[config.mk]
export PLATFORM = sky130hd
export DESIGN_NAME = bfcd_ctrl
export DESIGN_NICKNAME = d
export VERILOG_FILES = /design/src/rtl/bfcd_pkg.sv /design/src/rtl/bfcd_ctrl.sv
export SDC_FILE = /design/constraint.sdc
export NUM_CORES = 1
export LEC_CHECK = 0
export CAP_MARGIN = 20
export CORE_AREA = 2 2 39 41
export CTS_BUF_LIST = sky130_fd_sc_hd__clkbuf_8
export CTS_CLUSTER_DIAMETER = 60
export DETAILED_ROUTE_END_ITERATION = 8
export DIE_AREA = 0 0 41 43
export DONT_BUFFER_PORTS = 1
export PLACE_DENSITY = 0.38
export SETUP_SLACK_MARGIN = 0.2
export SYNTH_ARGS = -nofsm -noshare
export SYNTH_HDL_FRONTEND = slang
export SYNTH_SLANG_ARGS = --single-unit
[constraint.sdc]
create_clock -name clk -period 1.35 [get_ports clk]
set_input_delay 0.135 -clock clk [delete_from_list [all_inputs] [get_ports clk]]
set_output_delay 0.135 -clock clk [all_outputs]
set_load 0.02 [all_outputs]
[src/rtl/bfcd_pkg.sv]
// ---------------------------------------------------------------------------
// bfcd_pkg
// Shared types and constants for the banked flash command device: command
// phase codes, unlock addresses and bytes, and controller/datapath links.
// ---------------------------------------------------------------------------
package bfcd_pkg;

  // command sequence phases
  localparam logic [2:0] PH_IDLE          = 3'd0;
  localparam logic [2:0] PH_UNLOCK1       = 3'd1;
  localparam logic [2:0] PH_COMMAND       = 3'd2;
  localparam logic [2:0] PH_ERASE_UNLOCK0 = 3'd3;
  localparam logic [2:0] PH_ERASE_UNLOCK1 = 3'd4;
  localparam logic [2:0] PH_ERASE_CONFIRM = 3'd5;
  localparam logic [2:0] PH_BANK          = 3'd6;
  localparam logic [2:0] PH_PROGRAM       = 3'd7;

  // access kinds
  localparam logic ACC_READ  = 1'b0;
  localparam logic ACC_WRITE = 1'b1;

  // unlock addresses and bytes
  localparam logic [15:0] ADDR_UNLOCK_A = 16'h5555;
  localparam logic [15:0] ADDR_UNLOCK_B = 16'h2AAA;
  localparam logic [15:0] ADDR_BANK_SEL = 16'h0000;
  localparam logic [7:0]  BYTE_UNLOCK_A = 8'hAA;
  localparam logic [7:0]  BYTE_UNLOCK_B = 8'h55;
  localparam logic [7:0]  OP_ERASE      = 8'h80;
  localparam logic [7:0]  OP_BANK       = 8'hB0;
  localparam logic [7:0]  OP_PROGRAM    = 8'hA0;
  localparam logic [7:0]  OP_CHIP_ERASE = 8'h10;
  localparam logic [7:0]  ERASED_BYTE   = 8'hFF;

  // controller to datapath
  typedef struct packed {
    logic load_item;
    logic commit;
    logic clear_en;
  } ctrl_cmd_t;

  // datapath to controller
  typedef struct packed {
    logic clear_last;
    logic erase_req;
    logic out_free;
  } dp_status_t;

endpackage

[src/rtl/bfcd_ctrl.sv]
// ---------------------------------------------------------------------------
// bfcd_ctrl
// Sequencing state machine: accepts a request, walks it through the address
// reduction and memory read steps, commits it, and runs the clearing pass.
// ---------------------------------------------------------------------------
module bfcd_ctrl
  import bfcd_pkg::*;
(
  input  logic       clk,
  input  logic       rst,
  input  logic       in_valid,
  output logic       in_stall,
  input  dp_status_t status,
  output ctrl_cmd_t  cmd
);

  localparam logic [2:0] S_CLEAR = 3'd0;
  localparam logic [2:0] S_IDLE  = 3'd1;
  localparam logic [2:0] S_QUOT  = 3'd2;
  localparam logic [2:0] S_REM   = 3'd3;
  localparam logic [2:0] S_ADDR  = 3'd4;
  localparam logic [2:0] S_READ  = 3'd5;
  localparam logic [2:0] S_EXEC  = 3'd6;

  logic [2:0] state;
  logic [2:0] state_next;

  assign in_stall      = (state != S_IDLE);
  assign cmd.load_item = (state == S_IDLE) && in_valid;
  assign cmd.commit    = (state == S_EXEC) && status.out_free;
  assign cmd.clear_en  = (state == S_CLEAR);

  always_comb begin
    state_next = state;
    case (state)
      S_CLEAR: begin
        if (status.clear_last) state_next = S_IDLE;
      end
      S_IDLE: begin
        if (in_valid) state_next = S_QUOT;
      end
      S_QUOT:  state_next = S_REM;
      S_REM:   state_next = S_ADDR;
      S_ADDR:  state_next = S_READ;
      S_READ:  state_next = S_EXEC;
      S_EXEC: begin
        if (status.out_free) state_next = status.erase_req ? S_CLEAR : S_IDLE;
      end
      default: state_next = S_CLEAR;
    endcase
  end

  always_ff @(posedge clk) begin
    if (rst) begin
      state <= S_CLEAR;
    end else begin
      state <= state_next;
    end
  end

  a_reset_clears: assert property (@(posedge clk) rst |=> state == S_CLEAR)
    else $error("reset did not start the clearing pass");

  a_accept_steps: assert property (@(posedge clk) disable iff (rst)
    cmd.load_item |=> state == S_QUOT)
    else $error("accepted request did not enter address reduction");

endmodule

**After elaboration in Yosys (flattened, before gate mapping)**

Index checks and enable logic that the tools add are counted.

- Flip-flop bits (word level): 3

- Eq/ne operators: 10
- Muxes and demuxes: 5
- Reductions and logical operators: 4

Operators with widths:

| cell | count |
|---|---|
| one-hot mux 3 bit (7 select lines) | 1 |
| equality test 3 bit (second input constant) | 3 |
| two-way mux 3 bit | 3 |
| equality test 3 x 2 -> 1 bit (second input constant) | 2 |
| inequality test 2 bit (second input constant) | 3 |
| equality test 3 x 1 -> 1 bit (second input constant) | 1 |
| zero test 3 bit | 1 |
| inequality test 3 x 1 -> 1 bit (second input constant) | 1 |
| AND reduction 3 bit | 1 |
| logical AND 1 bit | 2 |
| two-way mux 1 bit | 1 |

**Longest topological paths before layout**

Gate-level depths: netlist of run 1.

- Depth after elaboration: 3
- Gate-level depth with buffers: 4
- Gate-level depth less buffers: 3

**Worst setup path before layout of run 1**

No wires, ideal clock.

- Path type: flip-flop to output port
- Start: register state[1]
- End: output port cmd[1] in the netlist's numbering
- Data arrival time: 994 ps
- Slack: 221 ps
- Cell stages (with the launch flop): 4
- Path buffers: 1
- Cells stage by stage: dfxtp_1 buf_2 inv_1 nor3_1

RTL lines:

| item | line | RTL |
|---|---|---|
| start, declared | bfcd_ctrl.sv:25 | `logic [2:0] state;` |
| start signal, assigned | bfcd_ctrl.sv:57 | `state <= state_next;` |
| end, declared | bfcd_ctrl.sv:14 | `output ctrl_cmd_t cmd` |

==> results.cfg, run 1 <==
[yosys]
syn_nets = 33
seq_area_frac_synth_pct = 30.4
netlist_area_um2 = 198
postSynthCellCount = 27
yosys_warnings = 0
ys_ff_latch = 3
syn_avg_cell_area_um2 = 7.32
ys_types = 17

[placement]
place_congestion = 0.777
io_buffers = 0
post-place-ws_ns = 0.270

[drt]
routedWlPerCell_um = 11.0
viasPerCell = 4.23
drtIter0Drc = 2
drt_wl_total_um = 527
drcViolationCount = 0
dr.pass1.iters = 2
via_count = 203
detail-route-antenna-nets = 0

[min_path]
hold_start = status[0]
hp-class = input port to register
min_to = state[2]$_SDFFE_PP0P_
whs_path_depth = 3

[grt]
first_global_vias = 195
top_usage_layer = met2
met3_usage_pct = 5.24
grt_antenna_before_repair = 0
grt_first_pass_wirelength_um = 834
met2_usage_pct = 10.0
grt_usage_pct = 7.82
grt_start_max_net_pins = 12
met1_usage_pct = 7.67
grt.overflow.total = 0

[die]
die_width_um = 41
io_pins = 10
start_util_pct = 14.3
row_count = 14
die-area_um2 = 1760
coreArea_um2 = 1380
die_height_um = 43

[cells_and_area]
diodes = 0
drive_gt1_share_pct = 34.4
top_register = state
fillers = 157
area_growth_pct = 48.1
largestRegisters = state: 3 flops
fin_nets = 39
largest_reg_flops = 3
layout_common_cells = nand2_1, a21oi_1, clkbuf_8, buf_4

[clock_tree]
cts_buffers = 3
path_clk_slew_ns = 0.03
clk_latency_ns = 0.21
cts_sinks = 3
htreeDepth = 1
cts_tree = built
ctsLongestPathBuffers = 2
root_buffer = clkbuf_8

[power_and_ir_drop]
vdd_drop_max_uv = 357
seq_power_share_pct = 26.4
clockPowerShare_pct = 58.4
p_per_area_nw_per_um2 = 1470
p_int_w = 0.000321
p_leak_nw = 0.110
switching_share_pct = 25.4
combPwrFrac_pct = 15.2
p_sw_w = 0.000109

[timing]
hold_ws_ns = 0.135
finalHoldViolations = 0
post-route-period-util_pct = 80.7
setup_tns_ns = 0
period_needed_ns = 1.09
setup_ws_ns = 0.260
max_freq_mhz = 917
skew_ns = 0.000124
finalMaxSlewViolations = 0
rsz0062_at_grt = false
setup_viol = 0
relSlewSlack_pct = 86.7
tightest_slew_ns = 0.199

[worst_setup_path]
crit_path_max_incr_delay_ns = 0.36
crit_chain = nor2_1, and3_4
cp-end-kind = primary output
r2r-start = state[2]$_SDFFE_PP0P_
cp.buffers_inverters = 0
required_ns = 1.22
path_class = register to primary output
path_max_fanout = 9
r2r_end = state[0]$_SDFFE_PP0P_
slowest_stage = dfxtp_4
path_delay_family = simple AND/OR/NAND/NOR gates
reg2reg_slack_ns = 0.28
cp.arrival_ns = 0.95
start_kind = register
reg2reg_depth = 3

[flow_run]
drv_cap = 0

[run_status]
run_status = complete, no violations
==> cell type report <==
cell class | instances | area, um2 | share of cell area [%]
inverters | 1 | 3.75 | 1.28
well taps | 16 | 20.0 | 6.84
flip-flops and latches | 3 | 68.8 | 23.5
repair buffers | 4 | 32.5 | 11.1
clock buffers | 3 | 41.3 | 14.1
multi-input cells | 20 | 123 | 41.9
clock inverters | 1 | 3.75 | 1.28
==> how the worst max path moves through the flow <==
stage	slack, ns	endpoint	cells past startpoint	startpoint
final	0.26	cmd[2]	2	state[2]$_SDFFE_PP0P_
after global routing	0.17	cmd[1]	3	state[2]$_SDFFE_PP0P_
after CTS	0.20	cmd[1]	3	state[2]$_SDFFE_PP0P_
after detailed placement	0.27	state[0]$_SDFFE_PP0P_	3	state[2]$_SDFFE_PP0P_
after global placement	0.29	state[0]$_SDFFE_PP0P_	3	state[1]$_SDFFE_PP0P_
after floorplan	0.22	cmd[1]	3	state[1]$_SDFFE_PP0P_
==> timing repair <==
action                                 CTS  global route
setup endpoints to repair                2             2
hold buffers                             1             0
endpoints found under the hold margin    3             0
buffers inserted                         0             1
resized for setup                        5             3
cloned                                   0             0
==> power groups by stage <==
stage          Clock [W]  Sequential (W)  Combinational, W
6_report        0.000251        0.000113         0.0000653
4_1_cts         0.000260        0.000115         0.0000585
3_5_place_dp           0        0.000115         0.0000546
5_1_grt         0.000266        0.000117         0.0000723
3_3_place_gp           0        0.000114         0.0000547
2_1_floorplan          0       0.0000996         0.0000608
==> stage by stage <==
stage                     area (um2)  utilization (%)  std cells  power [W]
final                            293             21.2         48   0.000430
after global routing             293             21.2         48   0.000455
after detailed placement         211             15.3         42   0.000170
after floorplan                  198                -         27   0.000160
after CTS                        274             19.8         47   0.000433
after global placement           211             15.3         42   0.000169
==> kinds of logic after synthesis <==
logic type	count (synthesis)	share of synthesized area, %
buffers and inverters	4	12.7
flip-flops	3	30.4
AO/OA/AOI/OAI	7	22.2
AND/OR/NAND/NOR	13	34.8
==> per-layer routing <==
layer / wire length, um / vias to the layer above / part of all wire [%]
met1: 186 / 94 / 35
met4: 0 / 0 / 0
met5: 0 / - / 0
met3: 35 / 0 / 6.6
met2: 304 / 5 / 58
li1: - / 104 / -
==> worst register-to-register path, stage by stage, from the launching register on <==
cell and delay [ns]:
dfxtp_4 0.36, or3_1 0.38, a21oi_1 0.15, nor3_1 0.06
==> cells in the mapped netlist, drive strengths merged <==
master	instances	area (um2)
and3	1	6.26
o21ai	1	5.00
or3	1	6.26
nor2	1	3.75
nor3	3	15.0
o211ai	1	7.51
buf	3	21.3
nor2b	1	6.26
inv	1	3.75
dfxtp	3	60.1
o21a	1	7.51
nand3	1	5.00
a21oi	3	15.0
o22a	1	8.76
nand2	3	11.3
nand3b	2	15.0
Note: power is estimated with default switching activity, not from simulation.
==> inputs of run 2 (changes only) <==
--- a/config.mk
+++ b/config.mk
@@ -5,6 +5,7 @@
 export SDC_FILE = /design/constraint.sdc
 export NUM_CORES = 1
 export LEC_CHECK = 0
+export ABC_AREA = 1
 export CAP_MARGIN = 20
 export CORE_AREA = 2 2 39 41
 export CTS_BUF_LIST = sky130_fd_sc_hd__clkbuf_8
@@ -12,7 +13,7 @@
 export DETAILED_ROUTE_END_ITERATION = 8
 export DIE_AREA = 0 0 41 43
 export DONT_BUFFER_PORTS = 1
-export PLACE_DENSITY = 0.38
+export PLACE_DENSITY = 0.41
 export SETUP_SLACK_MARGIN = 0.2
 export SYNTH_ARGS = -nofsm -noshare
 export SYNTH_HDL_FRONTEND = slang
==> constraint.sdc (replaced) <==
create_clock -name clk -period 0.95 [get_ports clk]
set_input_delay 0.095 -clock clk [delete_from_list [all_inputs] [get_ports clk]]
set_output_delay 0.095 -clock clk [all_outputs]
set_load 0.02 [all_outputs]
==> results.cfg, run 2 <==
[run_status]
run_status = finished with violations
violations = negative setup slack

[timing]
max_freq_mhz = 919
setup_ws_ns = -0.138
skew_ns = 0.00167
setup_viol = 7
tightest_slew_ns = 0.367
rsz0062_at_grt = true
finalHoldViolations = 0
finalMaxSlewViolations = 0
relSlewSlack_pct = 75.3
post-route-period-util_pct = 115
period_needed_ns = 1.09

[die]
io_pins = 10
row_count = 14
start_util_pct = 16.0
die_width_um = 41
die_height_um = 43
die-area_um2 = 1760
coreArea_um2 = 1380

[clock_tree]
clk_latency_ns = 0.22
cts_buffers = 3
path_clk_slew_ns = 0.03
cts_sinks = 3
ctsLongestPathBuffers = 2
htreeDepth = 1
cts_tree = built
root_buffer = clkbuf_8

[grt]
grt_antenna_before_repair = 0
grt.overflow.total = 0
grt_first_pass_wirelength_mm = 1.03
grt_usage_pct = 9.62
first_global_vias = 262
grt_start_max_net_pins = 6

[drt]
detail-route-antenna-nets = 0
via_count = 280
viasPerCell = 4.06
drtIter0Drc = 4
routedWlPerCell_um = 9.61
drcViolationCount = 0
dr.pass1.iters = 2
drt_wl_total_um = 663

[yosys]
netlist_area_um2 = 221
yosysTopAreaCell = dfxtp_1
async_flop_share_pct = 0
syn_nets = 43
synth-edff-count = 0
ys_types = 13
seq_area_frac_synth_pct = 27.1
postSynthCellCount = 37
syn_avg_cell_area_um2 = 5.99
yosys-top-cells-area = dfxtp_1, nand3_1, inv_1
synth_top_area_share_pct = 27.1
ys_ff_latch = 3
yosys_warnings = 0
synth_common_cells = inv_1, nand3_1, nand2_1
synth_ff_type = dfxtp_1

[power_and_ir_drop]
seq_power_share_pct = 20.5
clockPowerShare_pct = 46.2
p_leak_nw = 0.224
p_per_area_nw_per_um2 = 1630
switching_share_pct = 31.5
combPwrFrac_pct = 33.2
p_int_w = 0.000544
vdd_drop_max_uv = 576
p_sw_w = 0.000250

[worst_setup_path]
required_ns = 0.85
reg2reg_slack_ns = -0.09
cp.depth = 1
r2r_end = state[1]$_SDFFE_PP0P_
slowest_stage = nor4_4
cp.buffers_inverters = 0
crit_path_max_incr_delay_ns = 0.41
cp.arrival_ns = 0.99
r2r-start = state[0]$_SDFFE_PP0P_
cp-end-kind = primary output
crit_path_end = cmd[1]
reg2reg_depth = 7
cp-startpoint = state[0]$_SDFFE_PP0P_
crit_chain = nor4_4
path_max_fanout = 5
path_class = register to primary output
path_delay_family = simple AND/OR/NAND/NOR gates
start_kind = register

[placement]
place_area_um2 = 370
place_inst = 60
place_congestion = 0.660
dp_hpwl_um = 466
io_buffers = 0

[cells_and_area]
top_register = state
fin_cells = 69
drive_gt1_share_pct = 60.4
fillers = 145
layout_common_cells = inv_1, buf_6, nand2_1, buf_4, nand3_1
final_area_um2 = 488
final_common_cell = inv_1
area_growth_pct = 120
fin_nets = 60
largest_reg_flops = 3
largestRegisters = state: 3 flops
diodes = 0

[flow_run]
drv_cap = 0

[min_path]
hp-class = input port to register
[run 2: worst min path at each step]
stage                     start               endpoint  slack (ns)  cells past startpoint
final                       rst  state[1]$_SDFFE_PP0P_        0.04                      3
after floorplan             rst  state[2]$_SDFFE_PP0P_        0.15                      1
after global routing        rst  state[1]$_SDFFE_PP0P_        0.05                      3
after detailed placement    rst  state[2]$_SDFFE_PP0P_        0.16                      1
after global placement      rst  state[2]$_SDFFE_PP0P_        0.16                      1
after CTS                   rst  state[1]$_SDFFE_PP0P_        0.04                      3
[run 2: cell type report]
class	count	area (um2)	share of cell area [%]
timing repair buffer	12	115	23.6
inverter	10	47.5	9.74
multi-input combinational	24	189	38.7
clock buffer	3	41.3	8.46
tap	16	20.0	4.10
sequential	3	71.3	14.6
clock inverter	1	3.75	0.769
[run 2: cell families after synthesis]
kind of cell | after synthesis | share of synthesized area [%]
and+or+nand+nor | 19 | 41.2
buffers and inverters | 10 | 16.9
AOI/OAI and AO/OA | 5 | 14.7
DFF | 3 | 27.1
[run 2: what timing repair did]
action / CTS / global route
hold buffers: 1 / 0
pin swaps: 7 / 1
setup buffers: 3 / 1
endpoints found under the setup margin: 7 / 7
endpoints found under the hold margin: 1 / 0
gates cloned: 0 / 0
resized for setup: 9 / 0
[run 2: routing by layer]
layer  wire length (um)  global-route usage [%]  up-vias
met5                  0                       0        -
met4                 29                    12.0        0
met3                 26                    3.14        4
met2                317                    12.2        8
met1                290                    10.5      120
li1                   -                       -      148
[run 2: metrics by stage]
step	TNS, ns	hold slack [ns]	power (W)	setup slack, ns	utilization [%]
3_3_place_gp	-0.0664	0.163	0.000389	-0.0438	26.8
6_report	-0.755	0.0436	0.000795	-0.138	35.3
2_1_floorplan	0	0.154	0.000314	0.0307	-
5_1_grt	-1.02	0.0508	0.000833	-0.171	35.3
3_5_place_dp	-0.0397	0.162	0.000388	-0.0206	26.8
4_1_cts	-0.731	0.0416	0.000806	-0.150	34.7
[run 2: power groups by stage]
stage                     logic, W  clock network, W  registers (W)
after global placement    0.000216                 0       0.000173
after CTS                 0.000266          0.000377       0.000164
after global routing      0.000286          0.000382       0.000166
after detailed placement  0.000216                 0       0.000172
final                     0.000264          0.000368       0.000163
after floorplan           0.000141                 0       0.000173
==> inputs of run 3 (changes only) <==
--- a/config.mk
+++ b/config.mk
@@ -8,7 +8,7 @@
 export ABC_AREA = 1
 export CAP_MARGIN = 20
 export CORE_AREA = 2 2 39 41
-export CTS_BUF_LIST = sky130_fd_sc_hd__clkbuf_8
+export CTS_BUF_LIST = sky130_fd_sc_hd__clkbuf_16
 export CTS_CLUSTER_DIAMETER = 60
 export DETAILED_ROUTE_END_ITERATION = 8
 export DIE_AREA = 0 0 41 43
==> results.cfg, run 3 (synthesis results as in run 2) <==
[power_and_ir_drop]
combPwrFrac_pct = 24.1
vdd_drop_max_uv = 1020
p_sw_w = 0.000285
clockPowerShare_pct = 61.0
switching_share_pct = 26.0
p_per_area_nw_per_um2 = 2100
p_int_w = 0.000812
p_leak_nw = 0.240
seq_power_share_pct = 14.9

[clock_tree]
cts_tree = built
htreeDepth = 1
cts_sinks = 3
ctsLongestPathBuffers = 2
root_buffer = clkbuf_16
path_clk_slew_ns = 0.03
clk_latency_ns = 0.23
cts_buffers = 3

[worst_setup_path]
crit_path_max_incr_delay_ns = 0.41
slowest_stage = nor4_4
r2r_end = state[0]$_SDFFE_PP0P_
cp.buffers_inverters = 0
path_max_fanout = 5
crit_chain = nor4_4
r2r-start = state[0]$_SDFFE_PP0P_
start_kind = register
cp.depth = 1
path_class = register to primary output
cp.arrival_ns = 1.00
reg2reg_slack_ns = -0.09
reg2reg_depth = 7
required_ns = 0.85
cp-end-kind = primary output
path_delay_family = simple AND/OR/NAND/NOR gates

[grt]
first_global_vias = 278
grt_start_max_net_pins = 6
grt_first_pass_wirelength_mm = 1.10
grt_usage_pct = 10.0
grt.overflow.total = 0
grt_antenna_before_repair = 0

[timing]
finalHoldViolations = 0
rsz0062_at_grt = true
setup_ws_ns = -0.147
post-route-period-util_pct = 115
hold_ws_ns = 0.0356
finalMaxSlewViolations = 0
tightest_slew_ns = 0.368
skew_ns = 0.00301
relSlewSlack_pct = 75.3
period_needed_ns = 1.10
setup_viol = 7
max_freq_mhz = 912

[cells_and_area]
area_growth_pct = 136
diodes = 0
drive_gt1_share_pct = 60.4
post-route-util_pct = 37.7
largest_reg_flops = 3
multi_input_area_um2 = 189
fin_nets = 60
final_common_cell = inv_1
fillers = 138
largestRegisters = state: 3 flops
layout_common_cells = inv_1, buf_6, nand2_1, buf_4, nand3_1
seq_area_um2 = 71.3
top_register = state

[drt]
topRoutingLayerUsed = met4
wl_met2_um = 355
viasPerCell = 4.01
drt_wl_total_um = 687
dr.pass1.iters = 4
drcViolationCount = 0
drt-met1-wl_um = 282
detail-route-antenna-nets = 0
routedWlPerCell_um = 9.96
wl_met3_um = 29
via_count = 277
drtIter0Drc = 6

[die]
row_count = 14
coreArea_um2 = 1380
io_pins = 10
die_height_um = 43
start_util_pct = 16.0
die-area_um2 = 1760
die_width_um = 41

[placement]
dp_hpwl_um = 466
place_congestion = 0.660
io_buffers = 0

[min_path]
min_to = state[1]$_SDFFE_PP0P_
hold_start = rst
hp-class = input port to register
whs_path_depth = 3

[flow_run]
drv_cap = 0

[run_status]
violations = negative setup slack
run_status = finished with violations
==> run 3: final cells by class <==
| class | count | share of cell area [%] |
|---|---|---|
| tap | 16 | 3.84 |
| timing repair buffer | 12 | 22.1 |
| sequential | 3 | 13.7 |
| inverter | 10 | 9.11 |
| multi-input combinational | 24 | 36.2 |
| clock buffer | 3 | 14.4 |
| clock inverter | 1 | 0.719 |
==> run 3: metrics by stage <==
stage	total power (W)	instances	instance area (um2)	setup WS, ns	TNS, ns
2_1_floorplan	0.000314	37	298	0.0307	0
3_3_place_gp	0.000389	60	370	-0.0438	-0.0664
3_5_place_dp	0.000388	60	370	-0.0206	-0.0397
4_1_cts	0.00111	68	514	-0.157	-0.760
5_1_grt	0.00114	69	522	-0.178	-1.07
6_report	0.00110	69	522	-0.147	-0.779
==> run 3: power groups by stage <==
stage	clock (W)	sequential [W]	combinational [W]
2_1_floorplan	0	0.000173	0.000141
3_3_place_gp	0	0.000173	0.000216
3_5_place_dp	0	0.000172	0.000216
4_1_cts	0.000682	0.000164	0.000266
5_1_grt	0.000687	0.000166	0.000286
6_report	0.000670	0.000163	0.000264
==> run 3: worst min-delay path, stage by stage <==
cell	delay, ns
inv_1	0.03
nand2_1	0.07
inv_1	0.03
==> run 3: worst max-delay path by stage <==
| stage | end | start | slack, ns |
|---|---|---|---|
| 2_1_floorplan | state[1]$_SDFFE_PP0P_ | state[0]$_SDFFE_PP0P_ | 0.03 |
| 3_5_place_dp | state[0]$_SDFFE_PP0P_ | state[1]$_SDFFE_PP0P_ | -0.02 |
| 6_report | cmd[1] | state[0]$_SDFFE_PP0P_ | -0.15 |
| 3_3_place_gp | state[0]$_SDFFE_PP0P_ | state[1]$_SDFFE_PP0P_ | -0.04 |
| 4_1_cts | cmd[1] | state[0]$_SDFFE_PP0P_ | -0.16 |
| 5_1_grt | cmd[1] | state[0]$_SDFFE_PP0P_ | -0.18 |
==> run 3: timing repair <==
item                                    CTS  global route
hold buffers                              1             0
resized for setup                         9             0
hold endpoints to repair                  1             0
pin swaps                                 7             1
setup buffers                             3             1
endpoints found under the setup margin    7             7
==> run 3: per-layer routing <==
metal / up-vias / global-route usage [%]
li1: 148 / -
met1: 119 / 11.5
met2: 8 / 13.4
met3: 2 / 1.57
met4: 0 / 12.0
met5: - / 0
